--- config.mk ---
export PLATFORM = sky130hd
export DESIGN_NAME = sala_front_flat
export DESIGN_NICKNAME = d
export VERILOG_FILES = /design/src/hw/rtl/sala_pkg.sv /design/src/hw/rtl/sala_req_if.sv /design/src/hw/rtl/sala_front.sv /design/src/flat_wrapper.sv
export SDC_FILE = /design/constraint.sdc
export NUM_CORES = 1
export LEC_CHECK = 0
export ABC_AREA = 1
export BUFFER_PORTS_ARGS = -buffer_cell sky130_fd_sc_hd__clkbuf_2
export CAP_MARGIN = 5
export CELL_PAD_IN_SITES_DETAIL_PLACEMENT = 1
export CELL_PAD_IN_SITES_GLOBAL_PLACEMENT = 2
export CORE_MARGIN = 2
export CORE_UTILIZATION = 30
export DETAILED_ROUTE_END_ITERATION = 10
export PLACE_DENSITY = 0.87
export RECOVER_POWER = 25
export SYNTH_ARGS = -nofsm -noshare
export SYNTH_HDL_FRONTEND = slang
export SYNTH_SLANG_ARGS = --single-unit
--- constraint.sdc ---
create_clock -name vclk -period 12.57
set_input_delay 3.771 -clock vclk [all_inputs]
set_output_delay 3.771 -clock vclk [all_outputs]
set_load 0.05 [all_outputs]
--- src/hw/rtl/sala_pkg.sv ---
package sala_pkg;

   localparam int TAG_W     = 32;
   localparam int SET_MAX_W = 10;
   localparam int CSR_IDX_W = 2;
   localparam int CSR_DAT_W = 32;
   localparam int LEN_W     = 13;
   localparam int DIRTY_W   = 9;

   localparam logic [CSR_IDX_W-1:0] CSR_MEM_ORIGIN  = 2'd0;
   localparam logic [CSR_IDX_W-1:0] CSR_BLOCK_SHIFT = 2'd1;
   localparam logic [CSR_IDX_W-1:0] CSR_SET_BITS    = 2'd2;

   localparam logic [3:0] BLOCK_SHIFT_MAX   = 4'd12;
   localparam logic [3:0] BLOCK_SHIFT_RESET = 4'd6;
   localparam logic [2:0] SET_BITS_RESET    = 3'd6;

   localparam logic OP_READ  = 1'b0;
   localparam logic OP_WRITE = 1'b1;

   typedef struct packed {
      logic [TAG_W-1:0] tag;
      logic             valid;
      logic             dirty;
   } line_type;

   typedef struct packed {
      logic                 op;
      logic                 err;
      logic                 partial;
      logic [SET_MAX_W-1:0] set;
      logic [TAG_W-1:0]     tag;
   } item_type;

endpackage

--- src/hw/rtl/sala_req_if.sv ---
interface sala_req_if;
   logic        valid;
   logic        ready;
   logic        op;
   logic [31:0] address;
   logic [12:0] length;

   modport source (output valid, output op, output address, output length, input ready);
   modport sink (input valid, input op, input address, input length, output ready);
endinterface

--- src/hw/rtl/sala_front.sv ---
module sala_front #(
   parameter int ADDR_BITS = 32,
   parameter int SETS      = 64
) (
   sala_req_if.sink             req_port,
   input  logic [31:0]          mem_origin,
   input  logic [3:0]           block_shift,
   input  logic [2:0]           set_bits,
   output sala_pkg::item_type   item,
   output logic                 item_valid,
   input  logic                 item_ready
);
   import sala_pkg::*;

   localparam int SET_LOG = $clog2(SETS + 1) - 1;
   localparam logic [31:0] AMASK = (ADDR_BITS >= 32) ? 32'hFFFF_FFFF :
                                   32'((64'd1 << ADDR_BITS) - 64'd1);

   logic [3:0]  bs;
   logic [3:0]  sb;
   logic [4:0]  low_bits;
   logic [31:0] rel;
   logic [31:0] last;
   logic [31:0] set_full;

   always_comb begin
      bs       = (block_shift > BLOCK_SHIFT_MAX) ? BLOCK_SHIFT_MAX : block_shift;
      sb       = ({1'b0, set_bits} > 4'(SET_LOG)) ? 4'(SET_LOG) : {1'b0, set_bits};
      low_bits = {1'b0, bs} + {1'b0, sb};
      rel      = (req_port.address - mem_origin) & AMASK;
      last     = (rel + 32'(req_port.length) - 32'd1) & AMASK;
      set_full = (rel >> bs) & ((32'd1 << sb) - 32'd1);
      item.op      = req_port.op;
      item.err     = (rel >> bs) != (last >> bs);
      item.partial = (req_port.op == OP_WRITE) && (req_port.length != (13'd1 << bs));
      item.set     = set_full[SET_MAX_W-1:0];
      item.tag     = rel & ~((32'd1 << low_bits) - 32'd1) & AMASK;
   end

   assign item_valid     = req_port.valid;
   assign req_port.ready = item_ready;

endmodule

--- src/flat_wrapper.sv ---
// flat-port wrapper written by rule: the top's interface ports become plain ports
module sala_front_flat import sala_pkg::*;
#(
   parameter int ADDR_BITS = 32,
   parameter int SETS      = 64
)
  (mem_origin, block_shift, set_bits, item, item_valid, item_ready, req_port_valid, req_port_op, req_port_address, req_port_length, req_port_ready);
  sala_req_if req_port_i ();
  input  logic [31:0] mem_origin;
  input  logic [3:0] block_shift;
  input  logic [2:0] set_bits;
  output sala_pkg::item_type item;
  output logic item_valid;
  input  logic item_ready;
  input wire logic [$bits(req_port_i.valid)-1:0] req_port_valid;
  input wire logic [$bits(req_port_i.op)-1:0] req_port_op;
  input wire logic [$bits(req_port_i.address)-1:0] req_port_address;
  input wire logic [$bits(req_port_i.length)-1:0] req_port_length;
  output wire logic [$bits(req_port_i.ready)-1:0] req_port_ready;
  assign req_port_i.valid = req_port_valid;
  assign req_port_i.op = req_port_op;
  assign req_port_i.address = req_port_address;
  assign req_port_i.length = req_port_length;
  assign req_port_ready = req_port_i.ready;
  sala_front #(.ADDR_BITS(ADDR_BITS), .SETS(SETS)) u_core (.req_port(req_port_i), .mem_origin(mem_origin), .block_shift(block_shift), .set_bits(set_bits), .item(item), .item_valid(item_valid), .item_ready(item_ready));
endmodule
==> flow_metrics.tcl, run 1 <==
set metrics [dict create \
    required_ps 8800 \
    outcome "finished clean" \
    diodes 0 \
    cpLargestDelayFamily "simple AND/OR/NAND/NOR gates" \
    routabilityCongestion 0.942 \
    multi_input_area_sq_um 8580 \
    cp_common_cell "nand2_1" \
    netlist_area_sq_um 9760 \
    p_comb_frac 1.000 \
    p_leak_nw 6.49 \
    min_delay_path_depth 0 \
    nets 2250 \
    start_util 0.302 \
    first_pass_iters 7 \
    clkbuf_count 0 \
    fill_cells 4648 \
    crit_path_start "mem_origin[2]" \
    ir_worst_vdd_mv 0.0876 \
    setup-violations-final 0 \
    cts_hold_buffers 0 \
    core-area_sq_um 32300 \
    max_clock_freq_ghz 0.0816 \
    dpl.cell_count 2521 \
    hold_viol 0 \
    drive_gt1_frac 0.172 \
    via_per_inst 5.18 \
    hp-start "req_port_valid" \
    grt_pass1_wl_um 67900 \
    cap_violations 0 \
    p_seq_frac 0 \
    die-area_sq_um 34000 \
    p_int_mw 0.466 \
    finalNonFillerCells 2529 \
    num_vias 13102 \
    wl_met3_um 1870 \
    grt_pass1_vias 13238 \
    holdCritPathClass "in2out" \
    area_delta_synth_final_pct 17.1 \
    crit_arrival_ps 8490 \
    setup-tns-final_ps 0 \
    slew_headroom 0.491 \
    fin_crit_ps 12260 \
    yosysMostFrequentCell "nand2_1" \
    grt_max_degree 66 \
    gr-total-overflow 0 \
    grt.total_usage 0.247 \
    ys_top_cells_by_count "nand2_1, inv_1, nand3_1" \
    synth_area_leaders "nand2_1, nand3_1, inv_1" \
    io_buffers 126 \
    clockPowerShare 0 \
    synthCells 1974 \
    highest_layer "met4" \
    wl_met1_um 19500 \
    critical_path_class "in2out" \
    dr_wl_met2_um 20300 \
    routed_wl_um 42700 \
    stdcell_area_sq_um 11400 \
    synth_cell_type_count 59 \
    worst_pin_slew_ps 761 \
    seq_area_sq_um 0 \
    total_power_mw 1.40 \
    cp_num_cells 35 \
    power_density_nw_per_um2 123 \
    seq_cells 0 \
    drtIter0Drc 737 \
    max_stage_delay_ps 370 \
    antenna_found_initial 0 \
    swShare 0.668 \
    drtAntennaViolNets 0 \
    final_util 0.354 \
    place_hpwl_um 36500 \
    io-pin-count 134 \
    drv_slew 0 \
    path_max_fanout 6 \
    drc_errors 0 \
    min_period_over_period 0.975 \
    yosys_warnings 0 \
    power.switching_mw 0.938 \
    rows 66 \
    synth_largest_area_cell "nand2_1" \
    cp-end-kind "primary output" \
    fp.dieW_um 184 \
    crit_path_start_kind "primary input" \
    synth_top_cell_area_share 0.262 \
    die_h_um 184 \
    synth-seq-area-share 0 \
    path_buf_inv 6 \
    routedWlPerCell_um 16.9 \
    avgSynthCellArea_sq_um 4.94 \
    slowest_stage "ha_2" \
    dpl_cell_area_sq_um 11100 \
]
-- area by class of cell --
class,instances,share of cell area
tap,442,0.0484
inverter,306,0.100
multi-input combinational,1604,0.751
timing repair buffer,177,0.100
-- metal layers --
metal,GRT usage,vias up
met1,0.318,6194
met3,0.0223,51
li1,-,6564
met4,0.0531,0
met5,0,-
met2,0.446,293
-- placed cells by master (no fill, tap or decap), types with 9 or more instances in the layout --
cell / count
a21oi_1: 64
nor2_2: 19
nand3_2: 30
buf_4: 50
xor2_1: 20
nand3b_1: 16
nand2_2: 73
ha_1: 60
inv_2: 13
xnor2_1: 10
o21ai_0: 107
nand4_1: 34
clkbuf_2: 111
nand3_1: 257
buf_12: 9
nor2_1: 98
nand2_1: 668
nor3_1: 22
inv_1: 289
-- metrics by stage --
stage / hold slack, ps / setup WS (ps)
final: 7540 / 309
after global routing: 7540 / -54.8
after CTS: 7540 / 18.8
after detailed placement: 7540 / -3.28
after global placement: 7540 / 78.6
after floorplan: 7710 / 55.7
-- power groups by stage --
stage / registers, mW / clock network [mW] / logic, mW
floorplan: 0 / 0 / 0.932
CTS: 0 / 0 / 1.34
finish: 0 / 0 / 1.40
detailed placement: 0 / 0 / 1.34
global route: 0 / 0 / 1.55
global placement: 0 / 0 / 1.31
-- path summary, 6_finish.rpt --
path,endpoint
setup / recovery,item[43]
hold / removal,item_valid
-- cell families after synthesis --
family | synth area share
buffers and inverters | 0.150
other | 0.000384
AO/OA/AOI/OAI | 0.131
multiplexers | 0.00410
XOR/XNOR | 0.0341
AND/OR/NAND/NOR | 0.583
adder cells (fa/ha/maj) | 0.0972
-- timing repair --
action	4_1_cts	5_1_grt
resized for setup	2	61
setup buffers	0	8
setup endpoints to repair	1	1
pin swaps	0	16
Note: power is estimated with default switching activity, not from simulation.
==> run 2: changes to the inputs <==
--- a/config.mk
+++ b/config.mk
@@ -10,7 +10,7 @@
 export CAP_MARGIN = 5
 export CELL_PAD_IN_SITES_DETAIL_PLACEMENT = 1
 export CELL_PAD_IN_SITES_GLOBAL_PLACEMENT = 2
-export CORE_MARGIN = 2
+export CORE_MARGIN = 5
 export CORE_UTILIZATION = 30
 export DETAILED_ROUTE_END_ITERATION = 10
 export PLACE_DENSITY = 0.87
==> flow_metrics.tcl, run 2 (synthesis results as in run 1) <==
set metrics [dict create \
    seq_cells 0 \
    drv_slew 0 \
    cts_hold_buffers 0 \
    drtAntennaViolNets 0 \
    max_clock_freq_ghz 0.0818 \
    die_h_um 190 \
    io_buffers 126 \
    required_ps 8800 \
    fp.dieW_um 190 \
    drc_errors 0 \
    start_util 0.302 \
    outcome "finished clean" \
    mostFrequentLayoutCell "nand2_1" \
    grt_pass1_wl_um 68700 \
    core-area_sq_um 32300 \
    crit_arrival_ps 8450 \
    holdCritPathClass "in2out" \
    fin_crit_ps 12220 \
    p_leak_nw 6.55 \
    drtIter0Drc 745 \
    routedWlPerCell_um 17.1 \
    rows 66 \
    routabilityCongestion 0.909 \
    area_delta_synth_final_pct 18.9 \
    holdWs_ps 7540 \
    grt_max_degree 66 \
    gr-total-overflow 0 \
    diodes 0 \
    num_vias 12958 \
    post-place-ws_ps -124 \
    dpl_cell_area_sq_um 11200 \
    io-pin-count 134 \
    grt_pass1_vias 13192 \
    ir_worst_vdd_mv 0.0981 \
    slew_headroom 0.500 \
    first_pass_iters 5 \
    routed_wl_um 43400 \
    max_stage_delay_ps 370 \
    min_delay_path_depth 0 \
    min_period_over_period 0.972 \
    seq_area_sq_um 0 \
    nets 2255 \
    setup-violations-final 0 \
    path_max_fanout 4 \
    crit_path_start_kind "primary input" \
    critical_path_class "in2out" \
    die-area_sq_um 36200 \
    clkbuf_count 0 \
    hold_viol 0 \
    cp-end-kind "primary output" \
    via_per_inst 5.11 \
    final_util 0.359 \
    cp_common_cell "nand2_2" \
    stdcell_area_sq_um 11600 \
    cap_violations 0 \
    grt.total_usage 0.231 \
    power_density_nw_per_um2 123 \
    slowest_stage "fa_2" \
    drive_gt1_frac 0.187 \
    place_hpwl_um 37400 \
    layout_common_cells "nand2_1, inv_1, nand3_1" \
    worst_slack_ps 350 \
    antenna_found_initial 0 \
    worst_pin_slew_ps 747 \
]
[run 2: cell type report]
| class | count | area (sq um) |
|---|---|---|
| tap | 442 | 553 |
| inverter | 306 | 1150 |
| fill | 4593 | 20700 |
| multi-input combinational | 1604 | 8730 |
| timing repair buffer | 182 | 1170 |
[run 2: final timing paths]
check / start / endpoint
worst max-delay path: req_port_address[0] / item[43]
worst min-delay path: req_port_valid / item_valid
[run 2: metal layers]
metal  vias to the layer above  track usage  part of all wire
li1                       6562            -                 -
met1                      6104        0.301              0.46
met2                       257        0.425              0.48
met3                        35       0.0146             0.035
met4                         0       0.0362             0.021
met5                         -            0                 0
[run 2: power breakdown]
group	leakage (nW)	total (mW)	internal (mW)	switching, mW
Sequential	0	0	0	0
Combinational	6.55	1.43	0.477	0.952
Clock	0	0	0	0
[run 2: timing repair]
item                       in CTS  in global routing
resized for setup               5                 93
setup endpoints to repair       1                  1
buffers inserted                0                  5
pin swaps                       0                 20
[run 2: worst max-delay path, delay by kind of cell]
family        cells  cell delay (ps)
simple gates     29             2830
fa+ha+maj         4             1010
buf+inv           7              580
xor+xnor          1              230
[run 2: stage by stage]
step / setup TNS, ps / power, mW / instances
after global routing: -46.6 / 1.59 / 2534
after detailed placement: -124 / 1.35 / 2529
after global placement: -115 / 1.33 / 2529
final: 0 / 1.43 / 2534
after CTS: 0 / 1.36 / 2529
after floorplan: 0 / 0.932 / 1977
