$ cat config.mk
export PLATFORM = sky130hd
export DESIGN_NAME = sala_queue
export DESIGN_NICKNAME = d
export VERILOG_FILES = /design/src/hw/rtl/sala_pkg.sv /design/src/hw/rtl/sala_queue.sv
export SDC_FILE = /design/constraint.sdc
export NUM_CORES = 1
export LEC_CHECK = 0
export BUFFER_PORTS_ARGS = -buffer_cell sky130_fd_sc_hd__buf_2
export CAP_MARGIN = 20
export CORE_UTILIZATION = 45
export CTS_CLUSTER_SIZE = 24
export DETAILED_ROUTE_END_ITERATION = 10
export PLACE_DENSITY = 0.78
export SLEW_MARGIN = 20
export SYNTH_ARGS = -nofsm -noshare
export SYNTH_HDL_FRONTEND = slang
export SYNTH_SLANG_ARGS = --single-unit
$ cat constraint.sdc
create_clock -name clock -period 8.95 [get_ports clock]
set_clock_uncertainty 0.15 [all_clocks]
set_input_delay 1.79 -clock clock [delete_from_list [all_inputs] [get_ports clock]]
set_output_delay 1.79 -clock clock [all_outputs]
set_load 0.02 [all_outputs]
$ cat src/hw/rtl/sala_pkg.sv
package sala_pkg;

   localparam int TAG_W     = 32;
   localparam int SET_MAX_W = 10;
   localparam int CSR_IDX_W = 2;
   localparam int CSR_DAT_W = 32;
   localparam int LEN_W     = 13;
   localparam int DIRTY_W   = 9;

   localparam logic [CSR_IDX_W-1:0] CSR_MEM_ORIGIN  = 2'd0;
   localparam logic [CSR_IDX_W-1:0] CSR_BLOCK_SHIFT = 2'd1;
   localparam logic [CSR_IDX_W-1:0] CSR_SET_BITS    = 2'd2;

   localparam logic [3:0] BLOCK_SHIFT_MAX   = 4'd12;
   localparam logic [3:0] BLOCK_SHIFT_RESET = 4'd6;
   localparam logic [2:0] SET_BITS_RESET    = 3'd6;

   localparam logic OP_READ  = 1'b0;
   localparam logic OP_WRITE = 1'b1;

   typedef struct packed {
      logic [TAG_W-1:0] tag;
      logic             valid;
      logic             dirty;
   } line_type;

   typedef struct packed {
      logic                 op;
      logic                 err;
      logic                 partial;
      logic [SET_MAX_W-1:0] set;
      logic [TAG_W-1:0]     tag;
   } item_type;

endpackage

$ cat src/hw/rtl/sala_queue.sv
module sala_queue (
   input  logic               clock,
   input  logic               reset,
   input  sala_pkg::item_type push_item,
   input  logic               push_valid,
   output logic               push_ready,
   output sala_pkg::item_type pop_item,
   output logic               pop_valid,
   input  logic               pop_ready
);
   import sala_pkg::*;

   item_type    slot_ff [2];
   logic        wr_ptr_ff, wr_ptr_in;
   logic        rd_ptr_ff, rd_ptr_in;
   logic [1:0]  count_ff, count_in;
   logic        push, pop;

   assign push_ready = (count_ff != 2'd2);
   assign pop_valid  = (count_ff != 2'd0);
   assign pop_item   = slot_ff[rd_ptr_ff];
   assign push       = push_valid && push_ready;
   assign pop        = pop_valid && pop_ready;

   always_comb begin
      wr_ptr_in = push ? ~wr_ptr_ff : wr_ptr_ff;
      rd_ptr_in = pop ? ~rd_ptr_ff : rd_ptr_ff;
      count_in  = count_ff + {1'b0, push} - {1'b0, pop};
   end

   always_ff @(posedge clock) begin
      if (reset) begin
         wr_ptr_ff <= 1'b0;
         rd_ptr_ff <= 1'b0;
         count_ff  <= 2'd0;
      end else begin
         wr_ptr_ff <= wr_ptr_in;
         rd_ptr_ff <= rd_ptr_in;
         count_ff  <= count_in;
      end
   end

   always_ff @(posedge clock) begin
      if (push) begin
         slot_ff[wr_ptr_ff] <= push_item;
      end
   end

endmodule

==> summary.txt, run 1 <==
Finish
  • FILL cells: 629
  • Fin nets: 317
  • Synthesis-to-layout area growth: 20.4%
  • Leading cell type in the layout, fill and taps excluded: buf_2
  • N_diodes: 0
  • Most frequent cells in the layout: 95 x buf_2, 90 x edfxtp_1, 40 x mux2_4, 9 x clkbuf_8, 6 x mux2_2
  • Share of cells above drive strength 1: 60.5%

Synthesis
  • Seq cells post-synth: 95
  • Distinct cells, synth: 17
  • Top cells by area, synth: edfxtp_1 73%, mux2_4 16%, dfxtp_1 2.7%, buf_12 2.2%, mux2_2 1.8%
  • Syn_nets: 215
  • Yosys top cell area share: 73.4%
  • Avg Cell Area, Syn: 22.5 µm²
  • Syn Inst Count: 164
  • Yosys warnings: 0
  • Synthesized cell area: 3680 µm²
  • Sequential-to-total area share from yosys stat: 76.1%
  • Largest area contributor in the netlist: edfxtp_1

Pwr
  • Cell internal pwr: 0.885 mW
  • Net Sw Power: 0.366 mW
  • Sw Ratio: 29.3%
  • Max VDD drop: 0.000176 V
  • Combinational Power Share: 27.1%
  • Pwr Density: 282 nW/µm²
  • Leakage power total: 1.75 nW
  • Register share of total power: 48.9%
  • Clock power frac: 23.9%

Routing
  • DR vias: 1758
  • Total Routed Length: 5680 µm
  • Post-DRT Antenna Nets: 0
  • DRC: 0
  • Wire per inst: 15.2 µm
  • Drt initial violations: 47
  • 1st-pass router iterations: 4
  • DR vias/cell: 4.71

Worst setup path
  • Worst r2r dst: slot_ff[0][6]
  • FF-to-FF setup slack: 7.20 ns
  • Setup crit start kind: flop
  • Critical Path Fanout Max: 45
  • CP arrival: 1.83 ns
  • Worst setup EP type: primary output
  • Crit Path Class: flop to primary output
  • Worst reg2reg path depth: 4
  • Required time of the critical path: 7.01 ns
  • Reg-to-reg critical path startpoint: count_ff[0]

Timing
  • Max Slew Vio Count: 0
  • Final hold vios: 0
  • Tcrit/Tclk final: 42.1%
  • Setup TNS: 0 ns
  • Measured slew at the worst slew-check pin: 0.808 ns
  • RSZ-0062 raised after global routing: false
  • Final min period: 3.77 ns
  • F_max: 0.266 GHz
  • Rel. slew slack: 46.2%
  • Worst Hold Slack: 0.377 ns
  • Setup violations, final: 0

Job
  • Max cap viols: 0

Floorplan
  • Number of core rows: 32
  • Die Wd: 92.5 µm
  • Full die area: 8550 µm²
  • Core area: 7810 µm²
  • # IOs: 96
  • Starting Density: 47.2%
  • Die H: 92.5 µm

Clock tree
  • Root Buffer: clkbuf_8
  • CTS tree: done
  • CTS Sinks: 95
  • Htree depth: 3
  • CTS clk-pin slew, worst paths: 0.08 ns
  • Setup Buffers After CTS: 0
  • CTS buffer count: 9
  • # hold bufs at CTS: 0
  • Post-cts gate resize count: 0
  • Clk buf depth: 2
  • Later-pin clock latency in the skew report: 0.34 ns

GRT
  • Met3 usage: 3.61%
  • Vias in the first global route: 1874
  • GR Layer Usage met1: 15.3%
  • Total track usage: 14.2%
  • First-pass GRT wire length: 8800 µm
  • Busiest metal layer after global routing: met2
  • Gr ovfl total: 0
  • Initial antenna violation count: 0
  • Pin count of the biggest net entering global routing: 46
  • Met2 usage: 25.3%

Worst hold path
  • Worst hold stages: 2
  • Min-delay worst type: flop to flop
  • Hold path start: rd_ptr_ff
  • Hold path endpoint: rd_ptr_ff

Placement
  • DP Wirelength: 3620 µm
  • PortBufs: 95
  • Final RePlAce weighted congestion: 0.619

Outcome
  • Outcome: finished clean
[worst max path at each step]
stage          slack [ns]             to
5_1_grt              5.07    pop_item[0]
4_1_cts              5.13    pop_item[2]
6_report             5.18    pop_item[0]
2_1_floorplan        4.61  slot_ff[0][0]
3_5_place_dp         5.52    pop_item[2]
3_3_place_gp         5.51    pop_item[0]
[cell type report]
class,count,area [µm²],share of cell area (%)
clock buffers,9,124,2.79
clock inverters,7,92.6,2.09
inverters,1,3.75,0.0846
multi-input cells,63,798,18.0
flip-flops and latches,95,2810,63.3
well taps,102,128,2.88
repair buffers,96,483,10.9
[power groups by stage]
stage	clock, mW	combinational [mW]	sequential [mW]
floorplan	0	0.305	0.584
global placement	0	0.338	0.623
detailed placement	0	0.344	0.626
CTS	0.308	0.345	0.616
global route	0.323	0.365	0.623
finish	0.300	0.339	0.612
[through the flow]
stage          util, %  total power [mW]  worst slack, ns  instance area (µm²)  cells
4_1_cts           56.8              1.27             5.13                 4430    373
6_report          56.8              1.25             5.18                 4440    373
5_1_grt           56.8              1.31             5.07                 4440    373
3_5_place_dp      54.0             0.970             5.52                 4220    357
3_3_place_gp      54.0             0.961             5.51                 4220    357
2_1_floorplan        -             0.889             4.61                 3680    164
[cell usage after synthesis (all sizes together)]
cell type and count:
mux2 46, or2 1, and3 1, xor2 1
inv 1, nor2b 2, nand2 1, ha 2
edfxtp 90, o21a 1, nor2 5, buf 5
dfxtp 5, nand2b 1, xnor2 2
[state kept, by name (all words and copies together), names as in the netlist, named ones only]
register,cells
slot_ff,90
wr_ptr_ff,1
count_ff,2
rd_ptr_ff,1
[per-layer routing]
metal | up-vias | part of all wire [%]
met2 | 61 | 54
met3 | 11 | 5.1
met1 | 849 | 39
met4 | 0 | 2.1
li1 | 837 | -
met5 | - | 0
[worst max-delay path, stage by stage, from the launching register on]
cell and delay [ns]:
dfxtp_4 0.88, mux2_2 0.42, buf_2 0.16
[cell families after synthesis]
logic type / synth area share (%)
fa+ha+maj: 0.679
simple gates: 1.60
xor+xnor: 0.713
flops: 76.1
compound gates: 0.204
buf+inv: 2.58
mux: 18.1
Power figures use the tool's default switching activity.
==> run 2: changes to the inputs <==
--- a/config.mk
+++ b/config.mk
@@ -10,7 +10,7 @@
 export CORE_UTILIZATION = 45
 export CTS_CLUSTER_SIZE = 24
 export DETAILED_ROUTE_END_ITERATION = 10
-export PLACE_DENSITY = 0.78
+export PLACE_DENSITY = 0.8
 export SLEW_MARGIN = 20
 export SYNTH_ARGS = -nofsm -noshare
 export SYNTH_HDL_FRONTEND = slang
==> constraint.sdc (replaced) <==
create_clock -name clock -period 3.43 [get_ports clock]
set_clock_uncertainty 0.15 [all_clocks]
set_input_delay 0.686 -clock clock [delete_from_list [all_inputs] [get_ports clock]]
set_output_delay 0.686 -clock clock [all_outputs]
set_load 0.02 [all_outputs]
==> summary.txt, run 2 (synthesis gave the netlist of run 1 again) <==
Timing
  • RSZ-0062 raised after global routing: false (unchanged)
  • Tcrit/Tclk final: 69.8%
  • Final hold vios: 0 (unchanged)
  • Final worst slack: 1.04 ns (was 5.18 ns)
  • Max Slew Vio Count: 0 (unchanged)
  • Measured slew at the worst slew-check pin: 0.480 ns (was 0.808 ns)
  • Final min period: 2.39 ns
  • Rel. slew slack: 67.9% (was 46.2%)
  • F_max: 0.418 GHz
  • Setup violations, final: 0 (unchanged)
  • Setup TNS: 0 ns (unchanged)

Placement
  • PortBufs: 95 (unchanged)
  • DP Worst Slack: 1.19 ns (was 5.52 ns)
  • DP Wirelength: 3600 µm (was 3620 µm)
  • Final RePlAce weighted congestion: 0.630 (was 0.619)

Floorplan
  • Starting Density: 47.2% (unchanged)
  • Number of core rows: 32 (unchanged)
  • Full die area: 8550 µm² (unchanged)
  • Core area: 7810 µm² (unchanged)
  • # IOs: 96 (unchanged)
  • Die Wd: 92.5 µm (unchanged)
  • Die H: 92.5 µm (unchanged)

Routing
  • DR vias/cell: 4.61 (was 4.71)
  • Post-DRT Antenna Nets: 0 (unchanged)
  • Drt initial violations: 80 (was 47)
  • DR vias: 1732 (was 1758)
  • Wire per inst: 14.4 µm (was 15.2 µm)
  • Total Routed Length: 5400 µm (was 5680 µm)
  • 1st-pass router iterations: 4 (unchanged)
  • DRC: 0 (unchanged)

Worst setup path
  • CP max-delay cell: mux2_2 (was dfxtp_4)
  • Worst reg2reg path depth: 3 (was 4)
  • Delay-heaviest family, CP: buffers and inverters (was flip-flops)
  • Setup crit start kind: flop (unchanged)
  • Critical path buffers and inverters: 2 (was 1)
  • Crit Path Class: flop to primary output (unchanged)
  • CP arrival: 1.56 ns (was 1.83 ns)
  • Worst setup EP type: primary output (unchanged)
  • Critical Path Fanout Max: 45 (unchanged)
  • Required time of the critical path: 2.59 ns (was 7.01 ns)
  • Slowest stage delay, CP: 0.37 ns (was 0.88 ns)
  • Crit-path cells: buf_12, mux2_2, buf_2 (was mux2_2, buf_2)
  • Worst path depth: 3 (was 2)

Clock tree
  • Htree depth: 3 (unchanged)
  • CTS Sinks: 95 (unchanged)
  • CTS tree: done (unchanged)
  • Post-cts gate resize count: 0 (unchanged)
  • Root Buffer: clkbuf_8 (unchanged)
  • Setup Buffers After CTS: 0 (unchanged)
  • Clk buf depth: 2 (unchanged)
  • Later-pin clock latency in the skew report: 0.34 ns (about the same)
  • CTS clk-pin slew, worst paths: 0.08 ns (about the same)
  • # hold bufs at CTS: 0 (unchanged)
  • CTS buffer count: 9 (unchanged)

Outcome
  • Outcome: finished clean (unchanged)

Finish
  • FILL cells: 620 (was 629)
  • Final core utilization: 56.8% (unchanged)
  • Largest registers: slot_ff: 90 flops, count_ff: 2 flops (unchanged)
  • Leading cell type in the layout, fill and taps excluded: buf_2 (unchanged)
  • Top reg by flops: slot_ff (unchanged)
  • Fin nets: 320 (was 317)
  • Synthesis-to-layout area growth: 20.4% (unchanged)
  • Most frequent cells in the layout: 95 x buf_2, 90 x edfxtp_1, 40 x mux2_4, 9 x clkbuf_8, 6 x mux2_2 (unchanged)
  • N_diodes: 0 (unchanged)
  • Share of cells above drive strength 1: 60.2% (was 60.5%)
  • Max reg flops: 90 (unchanged)

Pwr
  • Max VDD drop: 0.000363 V (was 0.000176 V)
  • Leakage power total: 1.75 nW (about the same)
  • Pwr Density: 717 nW/µm² (was 282 nW/µm²)
  • Total Power: 3.18 mW (was 1.25 mW)

GRT
  • Pin count of the biggest net entering global routing: 46 (unchanged)
  • Total track usage: 13.3% (was 14.2%)
  • First-pass GRT wire length: 8290 µm (was 8800 µm)
  • Gr ovfl total: 0 (unchanged)
  • Vias in the first global route: 1706 (was 1874)
  • Initial antenna violation count: 0 (unchanged)

Worst hold path
  • Worst hold stages: 1 (was 2)
  • Min-delay worst type: input port to flop (was flop to flop)

Job
  • Max cap viols: 0 (unchanged)
-- run 2: cell types whose count changed in the layout (fill, tap and decap cells not counted), sizes merged --
| cell | change |
|---|---|
| inv | -2 |
| bufinv | -1 |
| buf | +3 |
| clkinvlp | +1 |
| clkinv | +2 |
-- run 2: final timing paths --
check | startpoint | end | slack (ns)
setup / recovery | flop | pop_item[44] | 1.04
hold / removal | push_item[7] | slot_ff[0][7] | 0.37
setup reg to reg | count_ff[0] | slot_ff[1][1] | 1.47
hold reg to reg | rd_ptr_ff | flop | 0.38
-- run 2: power by group --
part           internal, mW  total [mW]  switching, mW
Sequential             1.46        1.51         0.0488
Clock                 0.331       0.685          0.355
Combinational         0.454       0.992          0.538
Total                  2.24        3.18          0.941
-- run 2: layout make-up --
cell class	instances	area (µm²)	share of cell area [%]
clock inverter	7	63.8	1.44
timing repair buffer	99	518	11.7
tap	102	128	2.88
multi-input combinational	63	795	17.9
clock buffer	9	124	2.79
inverter	1	3.75	0.0846
sequential	95	2800	63.2
-- run 2: metal layers --
metal / up-vias / track usage (%) / part of all wire [%]
met5: - / 0 / 0
met4: 0 / 4.30 / 1.2
met3: 5 / 5.34 / 6.8
met2: 59 / 22.1 / 51
met1: 825 / 15.8 / 41
li1: 843 / - / -
-- run 2: through the flow --
stage | cell area [µm²] | instances | hold slack, ns
after floorplan | 3680 | 164 | 0.331
after global placement | 4250 | 360 | 0.345
after detailed placement | 4250 | 360 | 0.356
after CTS | 4440 | 376 | 0.354
after global routing | 4440 | 376 | 0.342
final | 4440 | 376 | 0.374
-- run 2: worst register-to-register path: stages (launching register included) --
cell and delay [ns]:
dfxtp_1 0.38, nand2b_2 0.17, and3_2 0.48, buf_4 0.43
==> run 3: changes to the inputs <==
==> constraint.sdc (replaced) <==
create_clock -name clock -period 2.14 [get_ports clock]
set_clock_uncertainty 0.15 [all_clocks]
set_input_delay 0.428 -clock clock [delete_from_list [all_inputs] [get_ports clock]]
set_output_delay 0.428 -clock clock [all_outputs]
set_load 0.02 [all_outputs]
==> summary.txt, run 3 (synthesis gave the netlist of run 1 again) <==
Outcome
  • Outcome: finished clean (unchanged)

Pwr
  • Clock power frac: 19.7% (was 21.5%)
  • Max VDD drop: 0.000645 V (was 0.000363 V)
  • Sw Ratio: 30.5% (was 29.6%)
  • Combinational Power Share: 32.4% (was 31.2%)
  • Pwr Density: 1130 nW/µm² (was 717 nW/µm²)
  • Cell internal pwr: 3.51 mW (was 2.24 mW)
  • Leakage power total: 1.76 nW (was 1.75 nW)
  • Net Sw Power: 1.54 mW (was 0.941 mW)
  • Register share of total power: 47.9% (was 47.3%)

Clock tree
  • Setup Buffers After CTS: 0 (unchanged)
  • CTS Sinks: 95 (unchanged)
  • CTS clk-pin slew, worst paths: 0.09 ns (was 0.08 ns)
  • Post-cts gate resize count: 0 (unchanged)
  • CTS buffer count: 9 (unchanged)
  • Clk buf depth: 2 (unchanged)
  • # hold bufs at CTS: 0 (unchanged)
  • Later-pin clock latency in the skew report: 0.34 ns (about the same)
  • Htree depth: 3 (unchanged)
  • CTS tree: done (unchanged)
  • Root Buffer: clkbuf_8 (unchanged)

Finish
  • Max reg flops: 90 (unchanged)
  • FILL cells: 612 (was 620)
  • Largest registers: slot_ff: 90 flops, count_ff: 2 flops (unchanged)
  • Top reg by flops: slot_ff (unchanged)
  • Fin nets: 322 (was 320)
  • Synthesis-to-layout area growth: 21.2% (was 20.4%)
  • Most frequent cells in the layout: 95 x buf_2, 90 x edfxtp_1, 40 x mux2_4, 9 x clkbuf_8, 6 x mux2_2 (unchanged)
  • Leading cell type in the layout, fill and taps excluded: buf_2 (unchanged)
  • Share of cells above drive strength 1: 60.1% (was 60.2%)

Worst setup path
  • Reg-to-reg critical path startpoint: count_ff[0] (unchanged)
  • Worst setup EP type: primary output (unchanged)
  • Worst r2r dst: count_ff[1] (was slot_ff[1][1])
  • Required time of the critical path: 1.56 ns (was 2.59 ns)
  • CP arrival: 1.49 ns (was 1.56 ns)
  • Setup crit start kind: flop (unchanged)
  • Crit Path Class: flop to primary output (unchanged)
  • Worst reg2reg path depth: 8 (was 3)
  • Critical Path Fanout Max: 24 (was 45)
  • FF-to-FF setup slack: 0.42 ns (was 1.47 ns)

Routing
  • 1st-pass router iterations: 2 (was 4)
  • Drt initial violations: 54 (was 80)
  • DR vias/cell: 4.72 (was 4.61)
  • Wire per inst: 15.2 µm (was 14.4 µm)
  • Post-DRT Antenna Nets: 0 (unchanged)
  • Total Routed Length: 5770 µm (was 5400 µm)
  • DR vias: 1790 (was 1732)
  • DRC: 0 (unchanged)

Job
  • Max cap viols: 0 (unchanged)

Floorplan
  • Core area: 7810 µm² (unchanged)
  • Die H: 92.5 µm (unchanged)
  • Starting Density: 47.2% (unchanged)
  • Die Wd: 92.5 µm (unchanged)
  • Number of core rows: 32 (unchanged)
  • Full die area: 8550 µm² (unchanged)
  • # IOs: 96 (unchanged)

Worst hold path
  • Hold path endpoint: slot_ff[0][26] (was slot_ff[0][7])
  • Worst hold stages: 1 (unchanged)
  • Min-delay worst type: input port to flop (unchanged)
  • Hold path start: push_item[26] (was push_item[7])

GRT
  • Pin count of the biggest net entering global routing: 25 (was 46)
  • Gr ovfl total: 0 (unchanged)
  • Initial antenna violation count: 1 (was 0)
  • Vias in the first global route: 1850 (was 1706)
  • Total track usage: 14.1% (was 13.3%)
  • First-pass GRT wire length: 8780 µm (was 8290 µm)

Timing
  • Tcrit/Tclk final: 96.5%
  • Measured slew at the worst slew-check pin: 0.444 ns (was 0.480 ns)
  • Worst Hold Slack: 0.117 ns (was 0.374 ns)
  • RSZ-0062 raised after global routing: false (unchanged)
  • Final hold vios: 0 (unchanged)
  • Final min period: 2.06 ns
  • Rel. slew slack: 70.4% (was 67.9%)
  • Setup violations, final: 0 (unchanged)
  • F_max: 0.484 GHz
  • Max Slew Vio Count: 0 (unchanged)
  • Setup TNS: 0 ns (unchanged)

Placement
  • PortBufs: 95 (unchanged)
  • Final RePlAce weighted congestion: 0.609 (was 0.630)
  • DP Wirelength: 4030 µm (was 3600 µm)
run 3: cell count changes in the layout (fill, tap and decap cells not counted), sizes merged:
cell / before / now
inv: 1 / 2
clkinv: 5 / 6
bufinv: 1 / 0
diode: 0 / 1
clkinvlp: 1 / 0
buf: 99 / 101
run 3: power by group through the flow:
stage	clock, mW	combinational, mW	sequential (mW)
floorplan	0	1.28	2.43
global placement	0	1.64	2.45
detailed placement	0	1.67	2.47
CTS	1.02	1.67	2.42
global route	1.11	1.74	2.44
finish	0.997	1.64	2.42
run 3: worst max path at each step:
| stage | endpoint | slack [ns] | cells after the start |
|---|---|---|---|
| 3_5_place_dp | count_ff[1] | 0.36 | 8 |
| 5_1_grt | pop_item[1] | 0.02 | 3 |
| 6_report | pop_item[1] | 0.08 | 3 |
| 3_3_place_gp | count_ff[1] | 0.40 | 8 |
| 2_1_floorplan | slot_ff[0][0] | 0.26 | 3 |
| 4_1_cts | pop_item[1] | 0.05 | 3 |
run 3: area by class of cell:
class	count	area [µm²]	share of cell area, %
tap	102	128	2.86
multi-input combinational	63	795	17.8
timing repair buffer	101	571	12.8
inverter	1	3.75	0.0841
sequential	95	2800	62.8
clock buffer	9	124	2.77
clock inverter	7	38.8	0.869
antenna	1	2.50	0.0560
run 3: critical path: stages (launching register included):
cell	delay (ns)
dfxtp_2	0.38
buf_12	0.22
mux2_2	0.37
buf_2	0.16
run 3: through the flow:
| stage | instances | area, µm² | setup WS (ns) | power (mW) | util (%) |
|---|---|---|---|---|---|
| finish | 379 | 4470 | 0.0752 | 5.05 | 57.2 |
| global route | 378 | 4460 | 0.0181 | 5.30 | 57.2 |
| CTS | 378 | 4460 | 0.0494 | 5.12 | 57.2 |
| detailed placement | 362 | 4300 | 0.365 | 4.14 | 55.1 |
| global placement | 362 | 4300 | 0.397 | 4.08 | 55.1 |
| floorplan | 164 | 3690 | 0.265 | 3.72 | - |
run 3: layer usage:
layer	share of wire, %	up-vias	track usage [%]	routed length (µm)
li1	-	848	-	-
met5	0	-	0	0
met4	1.2	0	6.64	67
met2	52	55	24.7	3020
met3	6.3	8	4.68	362
met1	40	879	15.3	2310
